File: config.mk
export PLATFORM = sky130hd
export DESIGN_NAME = balanced_block_work_splitter_unit
export DESIGN_NICKNAME = d
export VERILOG_FILES = /design/src/design/bbws_pkg.sv /design/src/design/balanced_block_work_splitter_unit.sv
export VERILOG_INCLUDE_DIRS = /design/src /design/src/design
export SDC_FILE = /design/constraint.sdc
export NUM_CORES = 1
export LEC_CHECK = 0
export BUFFER_PORTS_ARGS = -buffer_cell sky130_fd_sc_hd__buf_4
export CORE_MARGIN = 2
export CORE_UTILIZATION = 30
export DETAILED_ROUTE_END_ITERATION = 6
export PLACE_DENSITY_LB_ADDON = 0.3
export SLEW_MARGIN = 15
export SYNTH_ARGS = -nofsm -noshare
export SYNTH_HDL_FRONTEND = slang
export SYNTH_SLANG_ARGS = --single-unit
File: constraint.sdc
create_clock -name clk -period 3.6 [get_ports clk]
set_input_delay 0.36 -clock clk [delete_from_list [all_inputs] [get_ports clk]]
set_output_delay 0.36 -clock clk [all_outputs]
set_load 0.02 [all_outputs]
File: src/design/assert_macros.svh
// assertion macros for the rtl
`ifndef ASSERT_MACROS_SVH
`define ASSERT_MACROS_SVH

// expression holds at every edge outside reset
`define ASSERT_ALWAYS(lbl, clk, rst_n, expr) \
    lbl: assert property (@(posedge clk) disable iff (!rst_n) (expr)) \
        else $error("assertion failed");

// consequent holds in the same cycle as the antecedent
`define ASSERT_IMPL(lbl, clk, rst_n, ante, cons) \
    lbl: assert property (@(posedge clk) disable iff (!rst_n) (ante) |-> (cons)) \
        else $error("same-cycle implication failed");

// consequent holds in the cycle after the antecedent
`define ASSERT_NEXT(lbl, clk, rst_n, ante, cons) \
    lbl: assert property (@(posedge clk) disable iff (!rst_n) (ante) |=> (cons)) \
        else $error("next-cycle implication failed");

`endif

File: src/design/bbws_pkg.sv
// constants, control word type and microcode rom of the work splitter
`default_nettype none

package bbws_pkg;

    localparam int MAX_WORKERS    = 32;
    localparam int BLOCK_ELEMENTS = 8;
    localparam int BLOCK_SHIFT    = 3;

    localparam int TOTAL_W  = 32;
    localparam int CFG_W    = 6;
    localparam int INDEX_W  = 5;
    localparam int USED_W   = 6;
    localparam int QUO_W    = TOTAL_W - BLOCK_SHIFT;
    localparam int DIVCNT_W = 5;
    localparam int STEP_W   = 2;
    localparam int OUT_TDATA_W = 80;

    localparam logic [CFG_W-1:0] WORKER_COUNT_RESET = 6'd8;

    localparam logic [STEP_W-1:0] STEP_LOAD   = 2'd0;
    localparam logic [STEP_W-1:0] STEP_DIVIDE = 2'd1;
    localparam logic [STEP_W-1:0] STEP_EMIT   = 2'd2;
    localparam logic [STEP_W-1:0] STEP_RETURN = 2'd3;

    typedef enum logic [1:0] {
        ACT_NONE,
        ACT_LOAD,
        ACT_DIV,
        ACT_EMIT
    } act_t;

    typedef enum logic [1:0] {
        HOLD_NONE,
        HOLD_IN,
        HOLD_OUT
    } hold_t;

    typedef enum logic [1:0] {
        LOOP_NEVER,
        LOOP_ALWAYS,
        LOOP_DIV,
        LOOP_MORE
    } loop_t;

    typedef struct packed {
        act_t               act;
        hold_t              hold;
        loop_t              loop;
        logic [STEP_W-1:0]  target;
    } ctrl_word_t;

    // program: load, divide loop, emit loop, return to load
    function automatic ctrl_word_t ucode_rom(input logic [STEP_W-1:0] addr);
        ctrl_word_t cw;
        case (addr)
            STEP_LOAD:   cw = '{ACT_LOAD, HOLD_IN,   LOOP_NEVER,  STEP_LOAD};
            STEP_DIVIDE: cw = '{ACT_DIV,  HOLD_NONE, LOOP_DIV,    STEP_DIVIDE};
            STEP_EMIT:   cw = '{ACT_EMIT, HOLD_OUT,  LOOP_MORE,   STEP_EMIT};
            default:     cw = '{ACT_NONE, HOLD_NONE, LOOP_ALWAYS, STEP_LOAD};
        endcase
        return cw;
    endfunction

endpackage

`default_nettype wire

File: src/design/balanced_block_work_splitter_unit.sv
// balanced block work splitter: microcoded divide and emit sequencer
//
// channel   direction  width  contents
// s_axis    in         32     tdata: total_elements
// m_axis    out        80     tdata: worker_index, start_offset, element_count,
//                             workers_used; tlast: last_worker
// cfg       in         6      worker_count write, always ready
//
// one split takes 1 load step, 29 divide steps (one quotient bit a cycle
// through the restoring divider), one emit step per worker used and one
// return step
// each emit step waits while the output register still holds an untaken word
// the next total is taken only in the load step
// reset clears the step counter and output valid and sets worker_count to 8
`default_nettype none

module balanced_block_work_splitter_unit (
    input  wire logic        clk,
    input  wire logic        rst_n,
    // total_elements [31:0]
    input  wire logic [31:0] s_axis_tdata,
    input  wire logic        s_axis_tvalid,
    output logic             s_axis_tready,
    // worker_index [4:0], start_offset [36:5], element_count [68:37],
    // workers_used [74:69], zero fill [79:75]
    output logic [79:0]      m_axis_tdata,
    output logic             m_axis_tvalid,
    input  wire logic        m_axis_tready,
    output logic             m_axis_tlast,
    input  wire logic [5:0]  cfg_data,
    input  wire logic        cfg_valid,
    output logic             cfg_ready
);

`include "assert_macros.svh"

    // sequencer
    logic [bbws_pkg::STEP_W-1:0]   step_reg, step_next;
    bbws_pkg::ctrl_word_t          cw;
    logic                          fire;
    logic                          loop_taken;

    // configuration
    logic [bbws_pkg::CFG_W-1:0]    worker_count_reg;
    logic [bbws_pkg::USED_W-1:0]   eff_workers;

    // datapath
    logic [bbws_pkg::QUO_W-1:0]    quo_reg;       // blocks, then per-worker blocks
    logic [bbws_pkg::USED_W-1:0]   div_rem_reg;   // extra blocks once divided
    logic [bbws_pkg::DIVCNT_W-1:0] div_cnt_reg;
    logic [bbws_pkg::USED_W-1:0]   used_reg;
    logic [bbws_pkg::BLOCK_SHIFT-1:0] tail_reg;   // elements beyond the last block
    logic [bbws_pkg::INDEX_W-1:0]  k_reg;
    logic [bbws_pkg::TOTAL_W-1:0]  offset_reg;

    logic [bbws_pkg::QUO_W-1:0]    blocks_in;
    logic [bbws_pkg::USED_W-1:0]   used_in;
    logic [bbws_pkg::USED_W:0]     trial;
    logic                          trial_ge;
    logic                          last_now;
    logic [bbws_pkg::TOTAL_W-1:0]  count_now;
    logic                          out_free;

    // output register
    logic [bbws_pkg::OUT_TDATA_W-1:0] out_data_reg;
    logic                          out_valid_reg;
    logic                          out_last_reg;

    assign cfg_ready = 1'b1;

    // zero workers act as one, anything above the maximum saturates
    always_comb
    begin
        if (worker_count_reg == '0)
            eff_workers = bbws_pkg::USED_W'(1);
        else if (worker_count_reg > bbws_pkg::USED_W'(bbws_pkg::MAX_WORKERS))
            eff_workers = bbws_pkg::USED_W'(bbws_pkg::MAX_WORKERS);
        else
            eff_workers = worker_count_reg;
    end

    // workers used: one with no whole block, the block count when it fits,
    // else all workers; dividing blocks by it covers every case
    assign blocks_in = s_axis_tdata[bbws_pkg::TOTAL_W-1:bbws_pkg::BLOCK_SHIFT];
    always_comb
    begin
        if (blocks_in == '0)
            used_in = bbws_pkg::USED_W'(1);
        else if (blocks_in <= bbws_pkg::QUO_W'(eff_workers))
            used_in = blocks_in[bbws_pkg::USED_W-1:0];
        else
            used_in = eff_workers;
    end

    // one restoring divide step
    assign trial    = {div_rem_reg, quo_reg[bbws_pkg::QUO_W-1]};
    assign trial_ge = (trial >= {1'b0, used_reg});

    assign last_now = (({1'b0, k_reg} + bbws_pkg::USED_W'(1)) == used_reg);

    always_comb
    begin
        count_now = {quo_reg, {bbws_pkg::BLOCK_SHIFT{1'b0}}};
        if ({1'b0, k_reg} < div_rem_reg)
            count_now = count_now + bbws_pkg::TOTAL_W'(bbws_pkg::BLOCK_ELEMENTS);
        if (last_now)
            count_now = count_now + bbws_pkg::TOTAL_W'(tail_reg);
    end

    assign out_free = !out_valid_reg || m_axis_tready;

    // control word decode
    always_comb
    begin
        cw = bbws_pkg::ucode_rom(step_reg);
        case (cw.hold)
            bbws_pkg::HOLD_NONE: fire = 1'b1;
            bbws_pkg::HOLD_IN:   fire = s_axis_tvalid;
            bbws_pkg::HOLD_OUT:  fire = out_free;
            default:             fire = 1'b1;
        endcase
        case (cw.loop)
            bbws_pkg::LOOP_NEVER:  loop_taken = 1'b0;
            bbws_pkg::LOOP_ALWAYS: loop_taken = 1'b1;
            bbws_pkg::LOOP_DIV:    loop_taken = (div_cnt_reg != '0);
            bbws_pkg::LOOP_MORE:   loop_taken = !last_now;
            default:               loop_taken = 1'b0;
        endcase
        if (!fire)
            step_next = step_reg;
        else if (loop_taken)
            step_next = cw.target;
        else
            step_next = step_reg + bbws_pkg::STEP_W'(1);
    end

    assign s_axis_tready = (cw.hold == bbws_pkg::HOLD_IN);

    // control state
    always_ff @(posedge clk or negedge rst_n)
    begin
        if (!rst_n)
        begin
            step_reg         <= bbws_pkg::STEP_LOAD;
            worker_count_reg <= bbws_pkg::WORKER_COUNT_RESET;
            out_valid_reg    <= 1'b0;
        end
        else
        begin
            step_reg <= step_next;
            if (cfg_valid)
                worker_count_reg <= cfg_data;
            if (fire && cw.act == bbws_pkg::ACT_EMIT)
                out_valid_reg <= 1'b1;
            else if (m_axis_tready)
                out_valid_reg <= 1'b0;
        end
    end

    // datapath registers
    always_ff @(posedge clk)
    begin
        if (fire)
        begin
            case (cw.act)
                bbws_pkg::ACT_LOAD:
                begin
                    quo_reg     <= blocks_in;
                    div_rem_reg <= '0;
                    div_cnt_reg <= bbws_pkg::DIVCNT_W'(bbws_pkg::QUO_W - 1);
                    used_reg    <= used_in;
                    tail_reg    <= s_axis_tdata[bbws_pkg::BLOCK_SHIFT-1:0];
                    k_reg       <= '0;
                    offset_reg  <= '0;
                end
                bbws_pkg::ACT_DIV:
                begin
                    quo_reg <= {quo_reg[bbws_pkg::QUO_W-2:0], trial_ge};
                    if (trial_ge)
                        div_rem_reg <= bbws_pkg::USED_W'(trial - {1'b0, used_reg});
                    else
                        div_rem_reg <= trial[bbws_pkg::USED_W-1:0];
                    div_cnt_reg <= div_cnt_reg - bbws_pkg::DIVCNT_W'(1);
                end
                bbws_pkg::ACT_EMIT:
                begin
                    out_data_reg <= {{(bbws_pkg::OUT_TDATA_W - 75){1'b0}},
                                     used_reg, count_now, offset_reg, k_reg};
                    out_last_reg <= last_now;
                    offset_reg   <= offset_reg + count_now;
                    k_reg        <= k_reg + bbws_pkg::INDEX_W'(1);
                end
                default:
                begin
                end
            endcase
        end
    end

    assign m_axis_tdata  = out_data_reg;
    assign m_axis_tvalid = out_valid_reg;
    assign m_axis_tlast  = out_last_reg;

    // a taken total always starts the divide loop
    `ASSERT_NEXT(a_load_to_div, clk, rst_n, s_axis_tvalid && s_axis_tready,
                 step_reg == bbws_pkg::STEP_DIVIDE)
    // an emit step that fires leaves a word in the output register
    `ASSERT_NEXT(a_emit_fills_out, clk, rst_n,
                 step_reg == bbws_pkg::STEP_EMIT && out_free, m_axis_tvalid)
    // worker index stays below the number of workers used while emitting
    `ASSERT_IMPL(a_index_range, clk, rst_n, step_reg == bbws_pkg::STEP_EMIT,
                 {1'b0, k_reg} < used_reg)
    // divider remainder stays below the divisor while emitting
    `ASSERT_IMPL(a_rem_range, clk, rst_n, step_reg == bbws_pkg::STEP_EMIT,
                 div_rem_reg < used_reg)

endmodule

`default_nettype wire

==> flow_metrics.tcl, run 1 <==
set metrics [dict create \
    status "finished, violations left" \
    failed_checks "setup timing" \
    p_seq_frac 0.264 \
    hold_end "tail_reg[0]" \
    via_per_inst 4.83 \
    hold_start "s_axis_tdata[0]" \
    gp_congestion 0.896 \
    tightest_slew_ns 0.629 \
    setup_tns_ns -0.456 \
    dieArea_sq_mm 0.0324 \
    grt_antenna_before_repair 0 \
    synth_seq_cells 171 \
    cellInternalPower_w 0.00921 \
    synth-edff-count 162 \
    setup_viol 9 \
    overflow 0 \
    ys_seq_area_frac 0.548 \
    ant_nets 0 \
    syn_avg_cell_area_sq_um 11.7 \
    largest_register_ffs 75 \
    post_dp_cell_area_sq_mm 0.0118 \
    synth_top_cell_area_share 0.523 \
    critPathRequiredTime_ns 3.77 \
    worst-r2r-setup-slack_ns -0.09 \
    syn_to_final_growth_pct 44.0 \
    grt_pass1_wl_mm 39.4 \
    hold_viol_final 0 \
    power.switching_w 0.00641 \
    cp_top_family "compound AO/OA/AOI/OAI gates" \
    netlist_instances 795 \
    powerDensity_mw_per_mm2 1170 \
    combinationalPowerShare 0.611 \
    cts_tree "built" \
    ir_drop_mv 0.494 \
    clock_path_buffers 2 \
    finalMaxSlewViolations 0 \
    final_util 0.438 \
    cts_made_buffers 17 \
    drt_iter0_drc 542 \
    yosysWarningCount 0 \
    worst-setup-path-type "flop to flop" \
    timing.final.ws_setup_ns -0.0896 \
    cp.arrival_ns 3.86 \
    mappedNetlistArea_sq_mm 0.00930 \
    synth.distinct_cells 62 \
    stdcell_area_sq_mm 0.0134 \
    fmax_mhz 271 \
    drc_errors 0 \
    io_buffers 120 \
    start_util 0.304 \
    swShare 0.410 \
    first_pass_iters 4 \
    ys_async_sr_fraction 0.0526 \
    diodes 0 \
    coreArea_sq_mm 0.0306 \
    yosysTopAreaCell "edfxtp_1" \
    r2r-end "offset_reg[26]" \
    startpoint_type "flop" \
    via_count 7305 \
    finalCritPeriodShare 1.02 \
    cpMostUsedCell "a21o_1" \
    cts_max_level 4 \
    slew_headroom 0.576 \
    cp_max_fo 7 \
    hpwl_mm 18.7 \
    fp-row-count 64 \
    p_leak_nw 5.40 \
    critPathMaxStageDelay_ns 0.40 \
    num-fill-cells 2851 \
    dieHeight_um 180 \
    hold_path.class "input port to flop" \
    cts.clk_slew.worst_paths_ns 0.07 \
    die_x_um 180 \
    nets 1204 \
    fin_crit_ns 3.69 \
    rsz0062_at_grt "yes" \
    clkSinkCount 171 \
    dp_slack_ns -0.541 \
    cp_slowest_cell "edfxtp_1" \
    post_drt_wl_per_cell_um 16.8 \
    fin_worst_skew_ns 0.00960 \
    cp.buffers_inverters 2 \
    root_buffer "clkbuf_16" \
    synthTopCellsByArea "edfxtp_1, ha_1, mux2_2" \
    layout-drive-gt1-share 0.434 \
    clock_power_share 0.124 \
    timing.hold.ws_ns 0.103 \
    synth_ff_type "edfxtp_1" \
    clock_latency_ns 0.43 \
    track_usage 0.153 \
    grt_pass1_vias 7252 \
    maxCapViolCount 0 \
    rr_worst_depth 17 \
    grt_max_degree 41 \
    cp_cell_sequence "inv_2 -> ha_4 -> a21oi_2 -> a21o_2 -> o2111ai_4 -> buf_6 -> nor2_4 -> nand4_1 -> xnor2_2 -> ha_1 -> a21o_1 -> a21o_1 -> a21oi_4 -> o2111ai_2 -> o21ai_1 -> xor2_1 -> nor2_1" \
    r2r_start "div_rem_reg[4]" \
    io_pins 127 \
    holdPathStages 1 \
    endpoint_kind "flop" \
    routed_wirelength_mm 25.3 \
]
layout make-up:
class | instances | area, sq um | area share
timing repair buffer | 311 | 2380 | 0.178
inverter | 44 | 171 | 0.0128
multi-input combinational | 559 | 4610 | 0.345
clock buffer | 23 | 553 | 0.0413
clock inverter | 9 | 81.3 | 0.00607
sequential | 171 | 5090 | 0.380
tap | 396 | 495 | 0.0370
metrics by stage:
| stage | total power (W) | std cells |
|---|---|---|
| detailed placement | 0.0122 | 1446 |
| global route | 0.0167 | 1513 |
| global placement | 0.0121 | 1446 |
| CTS | 0.0149 | 1498 |
| floorplan | 0.00867 | 799 |
| finish | 0.0156 | 1513 |
power by group through the flow:
stage	logic, W	clock network [W]	registers, W
floorplan	0.00439	0	0.00428
global placement	0.00802	0	0.00410
detailed placement	0.00808	0	0.00411
CTS	0.00879	0.00198	0.00410
global route	0.0104	0.00205	0.00423
finish	0.00955	0.00194	0.00413
worst register-to-register path: stages (launching register included):
cell       delay, ns
edfxtp_1        0.40
inv_2           0.11
ha_4            0.21
a21oi_2         0.12
a21o_2          0.17
o2111ai_4       0.20
buf_6           0.20
nor2_4          0.10
nand4_1         0.17
xnor2_2         0.18
ha_1            0.29
a21o_1          0.18
a21o_1          0.22
a21oi_4         0.19
o2111ai_2       0.13
o21ai_1         0.31
xor2_1          0.18
nor2_1          0.06
cell usage after synthesis (all sizes together) (8+ instances only):
library cell  number
nand3             28
xnor2             33
clkbuf            14
mux2i             11
dfrtp              8
edfxtp           162
nand4             17
nand2             60
xor2              22
o21ai             40
ha                55
mux2              31
o21a              10
nor2              64
a21oi             45
nor4              10
and2               8
inv               44
nand2b            11
a21o              17
nor3              16
buf               11
logic make-up after synthesis:
kind of cell,share of synthesized area
simple gates,0.129
flops,0.548
compound gates,0.110
buf+inv,0.0311
fa+ha+maj,0.0783
xor+xnor,0.0542
mux,0.0494
other cells,0.000808
layer usage:
layer | part of all wire | global-route usage | vias to the layer above
met5 | 0 | 0 | -
met4 | 0.019 | 0.0519 | 0
met3 | 0.044 | 0.0291 | 32
met2 | 0.46 | 0.242 | 173
met1 | 0.48 | 0.212 | 3547
li1 | - | - | 3553
how the worst max path moves through the flow:
stage / slack [ns] / start / endpoint / cells after the start
2_1_floorplan: 0.01 / k_reg[3] / offset_reg[31] / 15
3_3_place_gp: -0.46 / k_reg[1] / offset_reg[29] / 16
6_report: -0.09 / div_rem_reg[4] / offset_reg[26] / 17
4_1_cts: -0.03 / k_reg[1] / offset_reg[30] / 17
3_5_place_dp: -0.54 / k_reg[1] / offset_reg[29] / 16
5_1_grt: -0.25 / div_rem_reg[4] / offset_reg[30] / 20
layout by cell type, fill, tap and decap left out, types with 11 or more instances in the layout:
cell and n:
buf_4 300, nand2b_1 11, inv_1 40, nor2_1 57, mux2_2 31, a21oi_2 16, clkbuf_16 21, xor2_1 17
xnor2_1 20, nor3_1 13, a21o_1 16, nand2_1 58, edfxtp_1 162, nand3_1 25, o21ai_0 26, mux2i_1 11
nand4_1 15, ha_1 40, a21oi_1 25, ha_4 12
repair_timing:
action                                  in CTS  in global routing
gates cloned                                 0                  0
resized for setup                           86                 61
endpoints found under the setup margin      26                 25
endpoints found under the hold margin        9                  0
hold buffers                                 1                  0
pin swaps                                   54                 48
setup buffers                               21                 17
No activity file was read; power rests on OpenSTA's default activity.
==> inputs of run 2 (changes only) <==
--- a/config.mk
+++ b/config.mk
@@ -7,10 +7,12 @@
 export NUM_CORES = 1
 export LEC_CHECK = 0
 export BUFFER_PORTS_ARGS = -buffer_cell sky130_fd_sc_hd__buf_4
+export CORE_ASPECT_RATIO = 0.6
 export CORE_MARGIN = 2
 export CORE_UTILIZATION = 30
 export DETAILED_ROUTE_END_ITERATION = 6
 export PLACE_DENSITY_LB_ADDON = 0.3
+export REMOVE_ABC_BUFFERS = 1
 export SLEW_MARGIN = 15
 export SYNTH_ARGS = -nofsm -noshare
 export SYNTH_HDL_FRONTEND = slang
==> flow_metrics.tcl, run 2 (same netlist as run 1, synthesis figures left out) <==
set metrics [dict create \
    io_buffers 120 \
    coreArea_sq_mm 0.0302 \
    dieHeight_um 140 \
    first_pass_iters 5 \
    endpoint_kind "flop" \
    nets 1223 \
    layout_commonest_cell "buf_4" \
    finalCritPeriodShare 1.03 \
    dr.max_layer_used "met4" \
    path_depth 21 \
    cts_made_buffers 17 \
    tightest_slew_ns 0.822 \
    cts.clk_slew.worst_paths_ns 0.07 \
    fmax_mhz 269 \
    multi_input_area_sq_mm 0.00476 \
    grt_max_degree 57 \
    hold_path.class "input port to flop" \
    clock_latency_ns 0.45 \
    gp_congestion 0.875 \
    grt_antenna_before_repair 0 \
    startpoint_type "flop" \
    root_buffer "clkbuf_16" \
    critPathMaxStageDelay_ns 0.41 \
    start_util 0.308 \
    diodes 0 \
    ff_latch_area_sq_mm 0.00509 \
    drc_errors 0 \
    via_count 7470 \
    cp.buffers_inverters 7 \
    holdPathStages 1 \
    met2_length_mm 11.6 \
    overflow 0 \
    routed_wirelength_mm 27.8 \
    cts_max_level 4 \
    clkSinkCount 171 \
    cp_slowest_cell "edfxtp_1" \
    grt_pass1_wl_mm 41.0 \
    die_x_um 231 \
    fin_worst_skew_ns 0.0108 \
    grt_pass1_vias 7076 \
    status "finished, violations left" \
    syn_to_final_growth_pct 46.2 \
    cp_max_fo 4 \
    met3_length_mm 1.87 \
    io_pins 127 \
    mostFrequentLayoutCells "buf_4, edfxtp_1, nand2_1, nor2_1" \
    num-fill-cells 2777 \
    drt_iter0_drc 522 \
    track_usage 0.169 \
    fp-row-count 49 \
    worst-setup-path-type "flop to flop" \
    rr_worst_depth 21 \
    timing.final.ws_setup_ns -0.122 \
    setup_viol 10 \
    hold_viol_final 0 \
    ant_nets 0 \
    failed_checks "setup timing" \
    largest_register_ffs 75 \
    wl_met1_mm 13.9 \
    critPathRequiredTime_ns 3.88 \
    dieArea_sq_mm 0.0325 \
    cp.arrival_ns 4.00 \
    via_per_inst 4.84 \
    hpwl_mm 20.0 \
    slew_headroom 0.452 \
    setup_tns_ns -0.678 \
    cp_cell_sequence "inv_2 -> ha_4 -> a21oi_2 -> a21o_2 -> o21a_1 -> nand3_2 -> inv_2 -> buf_6 -> nand3_4 -> xnor2_4 -> ha_4 -> a21o_1 -> buf_6 -> a21oi_2 -> buf_4 -> a211oi_4 -> buf_4 -> o21ai_1 -> buf_4 -> and3_1 -> nor3_1" \
    rsz0062_at_grt "yes" \
    cp_top_family "compound AO/OA/AOI/OAI gates" \
    maxCapViolCount 0 \
    clock_path_buffers 2 \
    cts_tree "built" \
    cpMostUsedCell "buf_4" \
    fin_crit_ns 3.72 \
    post_drt_wl_per_cell_um 18.0 \
    finalMaxSlewViolations 0 \
    layout-drive-gt1-share 0.449 \
]
==> run 2: final timing paths <==
check / slack (ns) / to / start
worst max register to register: -0.12 / offset_reg[27] / div_rem_reg[4]
worst min-delay path: 0.08 / tail_reg[2] / s_axis_tdata[2]
worst min register to register: 0.46 / m_axis_tdata[26] / offset_reg[21]
max in group asynchronous: 3.13 / worker_count_reg[3] / rst_n
worst max-delay path: -0.12 / offset_reg[27] / div_rem_reg[4]
min in group asynchronous: 0.26 / m_axis_tvalid / rst_n
==> run 2: what timing repair did <==
action | 4_1_cts | 5_1_grt
hold endpoints to repair | 9 | 0
buffers inserted | 23 | 15
pin swaps | 49 | 39
hold buffers | 1 | 0
setup endpoints to repair | 25 | 25
gates resized for setup | 103 | 70
gates cloned | 0 | 0
==> run 2: final cells by class <==
| cell class | count | area share |
|---|---|---|
| sequential | 171 | 0.375 |
| multi-input combinational | 559 | 0.350 |
| timing repair buffer | 330 | 0.188 |
| tap | 408 | 0.0376 |
| clock buffer | 20 | 0.0321 |
| inverter | 44 | 0.0122 |
| clock inverter | 12 | 0.00561 |
==> run 2: per-layer routing <==
metal | track usage | vias to the layer above
met1 | 0.257 | 3638
li1 | - | 3592
met3 | 0.0401 | 25
met2 | 0.231 | 215
met4 | 0.0543 | 0
met5 | 0 | -
==> run 2: worst register-to-register path: stages, from the launching register on <==
cell	delay, ns
edfxtp_1	0.41
inv_2	0.10
ha_4	0.21
a21oi_2	0.12
a21o_2	0.16
o21a_1	0.19
nand3_2	0.15
inv_2	0.10
buf_6	0.11
nand3_4	0.09
xnor2_4	0.18
ha_4	0.30
a21o_1	0.19
buf_6	0.12
a21oi_2	0.03
buf_4	0.14
a211oi_4	0.30
buf_4	0.16
o21ai_1	0.06
buf_4	0.13
and3_1	0.15
nor3_1	0.17
==> run 2: metrics by stage <==
step	instances	setup WS, ns	utilization	hold WS [ns]	cell area (sq um)
2_1_floorplan	774	-0.331	-	0.0644	9190
3_3_place_gp	1479	-0.470	0.395	0.189	11900
3_5_place_dp	1479	-0.507	0.395	0.191	11900
4_1_cts	1531	-0.0967	0.434	0.0567	13100
5_1_grt	1544	-0.311	0.450	0.0608	13600
6_report	1544	-0.122	0.450	0.0790	13600
Power of run 2 is not shown: default switching activity piles up to over one toggle a cycle in this logic, so the estimate is an artifact.
==> inputs of run 3 (changes only) <==
==> constraint.sdc (replaced) <==
create_clock -name clk -period 4.75 [get_ports clk]
set_input_delay 0.475 -clock clk [delete_from_list [all_inputs] [get_ports clk]]
set_output_delay 0.475 -clock clk [all_outputs]
set_load 0.02 [all_outputs]
==> flow_metrics.tcl, run 3 (same netlist as run 1, synthesis figures left out) <==
set metrics [dict create \
    start_util 0.308 \
    via_per_inst 5.02 \
    drc_errors 0 \
    powerDensity_mw_per_mm2 849 \
    via_count 6747 \
    met1_usage 0.249 \
    endpoint_kind "flop" \
    routed_wirelength_mm 25.3 \
    setup_viol 0 \
    fp-row-count 49 \
    met2_usage 0.212 \
    cts_tree "built" \
    coreArea_sq_mm 0.0302 \
    finalMaxSlewViolations 0 \
    worst-setup-path-type "flop to flop" \
    num-fill-cells 2952 \
    ff_latch_area_sq_mm 0.00509 \
    clock_latency_ns 0.44 \
    hold_path.class "input port to flop" \
    met3_usage 0.0409 \
    maxCapViolCount 0 \
    cp.arrival_ns 4.68 \
    first_pass_iters 6 \
    cp_max_fo 9 \
    clkSinkCount 171 \
    stdcell_area_sq_mm 0.0113 \
    post_dp_cell_area_sq_mm 0.0107 \
    track_usage 0.158 \
    tightest_slew_ns 0.797 \
    layout_commonest_cell "edfxtp_1" \
    largest_register_ffs 75 \
    diodes 0 \
    gp_congestion 0.883 \
    ant_nets 0 \
    cts.clk_slew.worst_paths_ns 0.07 \
    grt-busiest-layer "met1" \
    drt_iter0_drc 616 \
    final_util 0.373 \
    layout-drive-gt1-share 0.224 \
    root_buffer "clkbuf_16" \
    critPathMaxStageDelay_ns 0.55 \
    grt_pass1_wl_mm 38.1 \
    mostFrequentLayoutCells "edfxtp_1, buf_4, nor2_1, nand2_1, ha_1" \
    dieArea_sq_mm 0.0325 \
    cts_made_buffers 17 \
    die_x_um 231 \
    p_leak_nw 4.34 \
    setup_tns_ns 0 \
    fin_worst_skew_ns 0.0133 \
    cts_max_level 4 \
    io_pins 127 \
    grt_pass1_vias 6364 \
    io_buffers 120 \
    startpoint_type "flop" \
    rsz0062_at_grt "no" \
    cpMostUsedCell "nand3_1" \
    nets 1025 \
    syn_to_final_growth_pct 21.4 \
    ir_drop_mv 0.336 \
    cp_cell_sequence "ha_1 -> a21oi_1 -> a21o_2 -> o21a_2 -> nand3_1 -> inv_1 -> nand2_1 -> xnor2_1 -> ha_2 -> nand3_1 -> nor2_1 -> o211ai_1 -> a21o_1 -> o21ai_0 -> a311oi_2 -> mux2i_1" \
    clock_path_buffers 2 \
    critPathRequiredTime_ns 4.93 \
    status "finished, final reports clean" \
    finalCritPeriodShare 0.946 \
    slew_headroom 0.463 \
    hpwl_mm 19.1 \
    fin_crit_ns 4.50 \
    overflow 0 \
    grt_max_degree 54 \
    dieHeight_um 140 \
    hold_viol_final 0 \
    post_drt_wl_per_cell_um 18.9 \
    grt_antenna_before_repair 0 \
    cp_slowest_cell "o21ai_0" \
    multi_input_area_sq_mm 0.00396 \
    fmax_mhz 222 \
]
[run 3: path summary, 6_finish.rpt]
check	cells after the start	slack (ns)	endpoint	start
min in group asynchronous	2	0.39	worker_count_reg[4]	rst_n
max in group asynchronous	2	4.14	worker_count_reg[3]	rst_n
min	1	0.21	tail_reg[1]	s_axis_tdata[1]
min reg2reg	0	0.46	m_axis_tdata[73]	used_reg[4]
max	16	0.25	offset_reg[31]	k_reg[4]
max reg2reg	16	0.25	offset_reg[31]	k_reg[4]
[run 3: what timing repair did]
| item | CTS | global route |
|---|---|---|
| endpoints found under the setup margin | 0 | 7 |
| setup buffers | 0 | 0 |
| hold endpoints to repair | 8 | 0 |
| resized for setup | 0 | 6 |
| hold buffers | 1 | 0 |
[run 3: where the power goes]
group | leakage [nW] | total [W] | switching (W) | internal [W]
sequential | 1.63 | 0.00315 | 0.000471 | 0.00268
combinational | 2.43 | 0.00507 | 0.00314 | 0.00193
clock | 0.277 | 0.00136 | 0.000591 | 0.000768
total | 4.34 | 0.00958 | 0.00420 | 0.00538
[run 3: per-stage QoR]
stage | power [W] | worst slack [ns] | instances | hold WS, ns
floorplan | 0.00653 | 0.819 | 774 | 0.179
global placement | 0.00811 | 0.352 | 1313 | 0.303
detailed placement | 0.00812 | 0.215 | 1313 | 0.304
CTS | 0.00954 | 0.190 | 1344 | 0.188
global route | 0.0103 | 0.0153 | 1344 | 0.182
finish | 0.00958 | 0.255 | 1344 | 0.207
[run 3: worst max-delay path, delay by kind of cell, from the launching register on]
family / cells / cell delay (ns)
AOI/OAI and AO/OA: 7 / 1.82
adders and majority gates: 2 / 0.80
and+or+nand+nor: 4 / 0.61
DFF: 1 / 0.46
buffers and inverters: 1 / 0.21
xor gates and xnor gates: 1 / 0.18
muxes: 1 / 0.15
[run 3: metal layers]
layer	share of wire	vias up
met5	0	-
met4	0.010	0
met3	0.062	19
met2	0.40	228
met1	0.53	3299
li1	-	3201
[run 3: cell type report]
class                   count  area share
clock inverters            11      0.0110
clock buffers              19      0.0384
multi-input cells         559       0.350
well taps                 408      0.0452
repair buffers            132      0.0891
inverters                  44      0.0146
flip-flops and latches    171       0.451
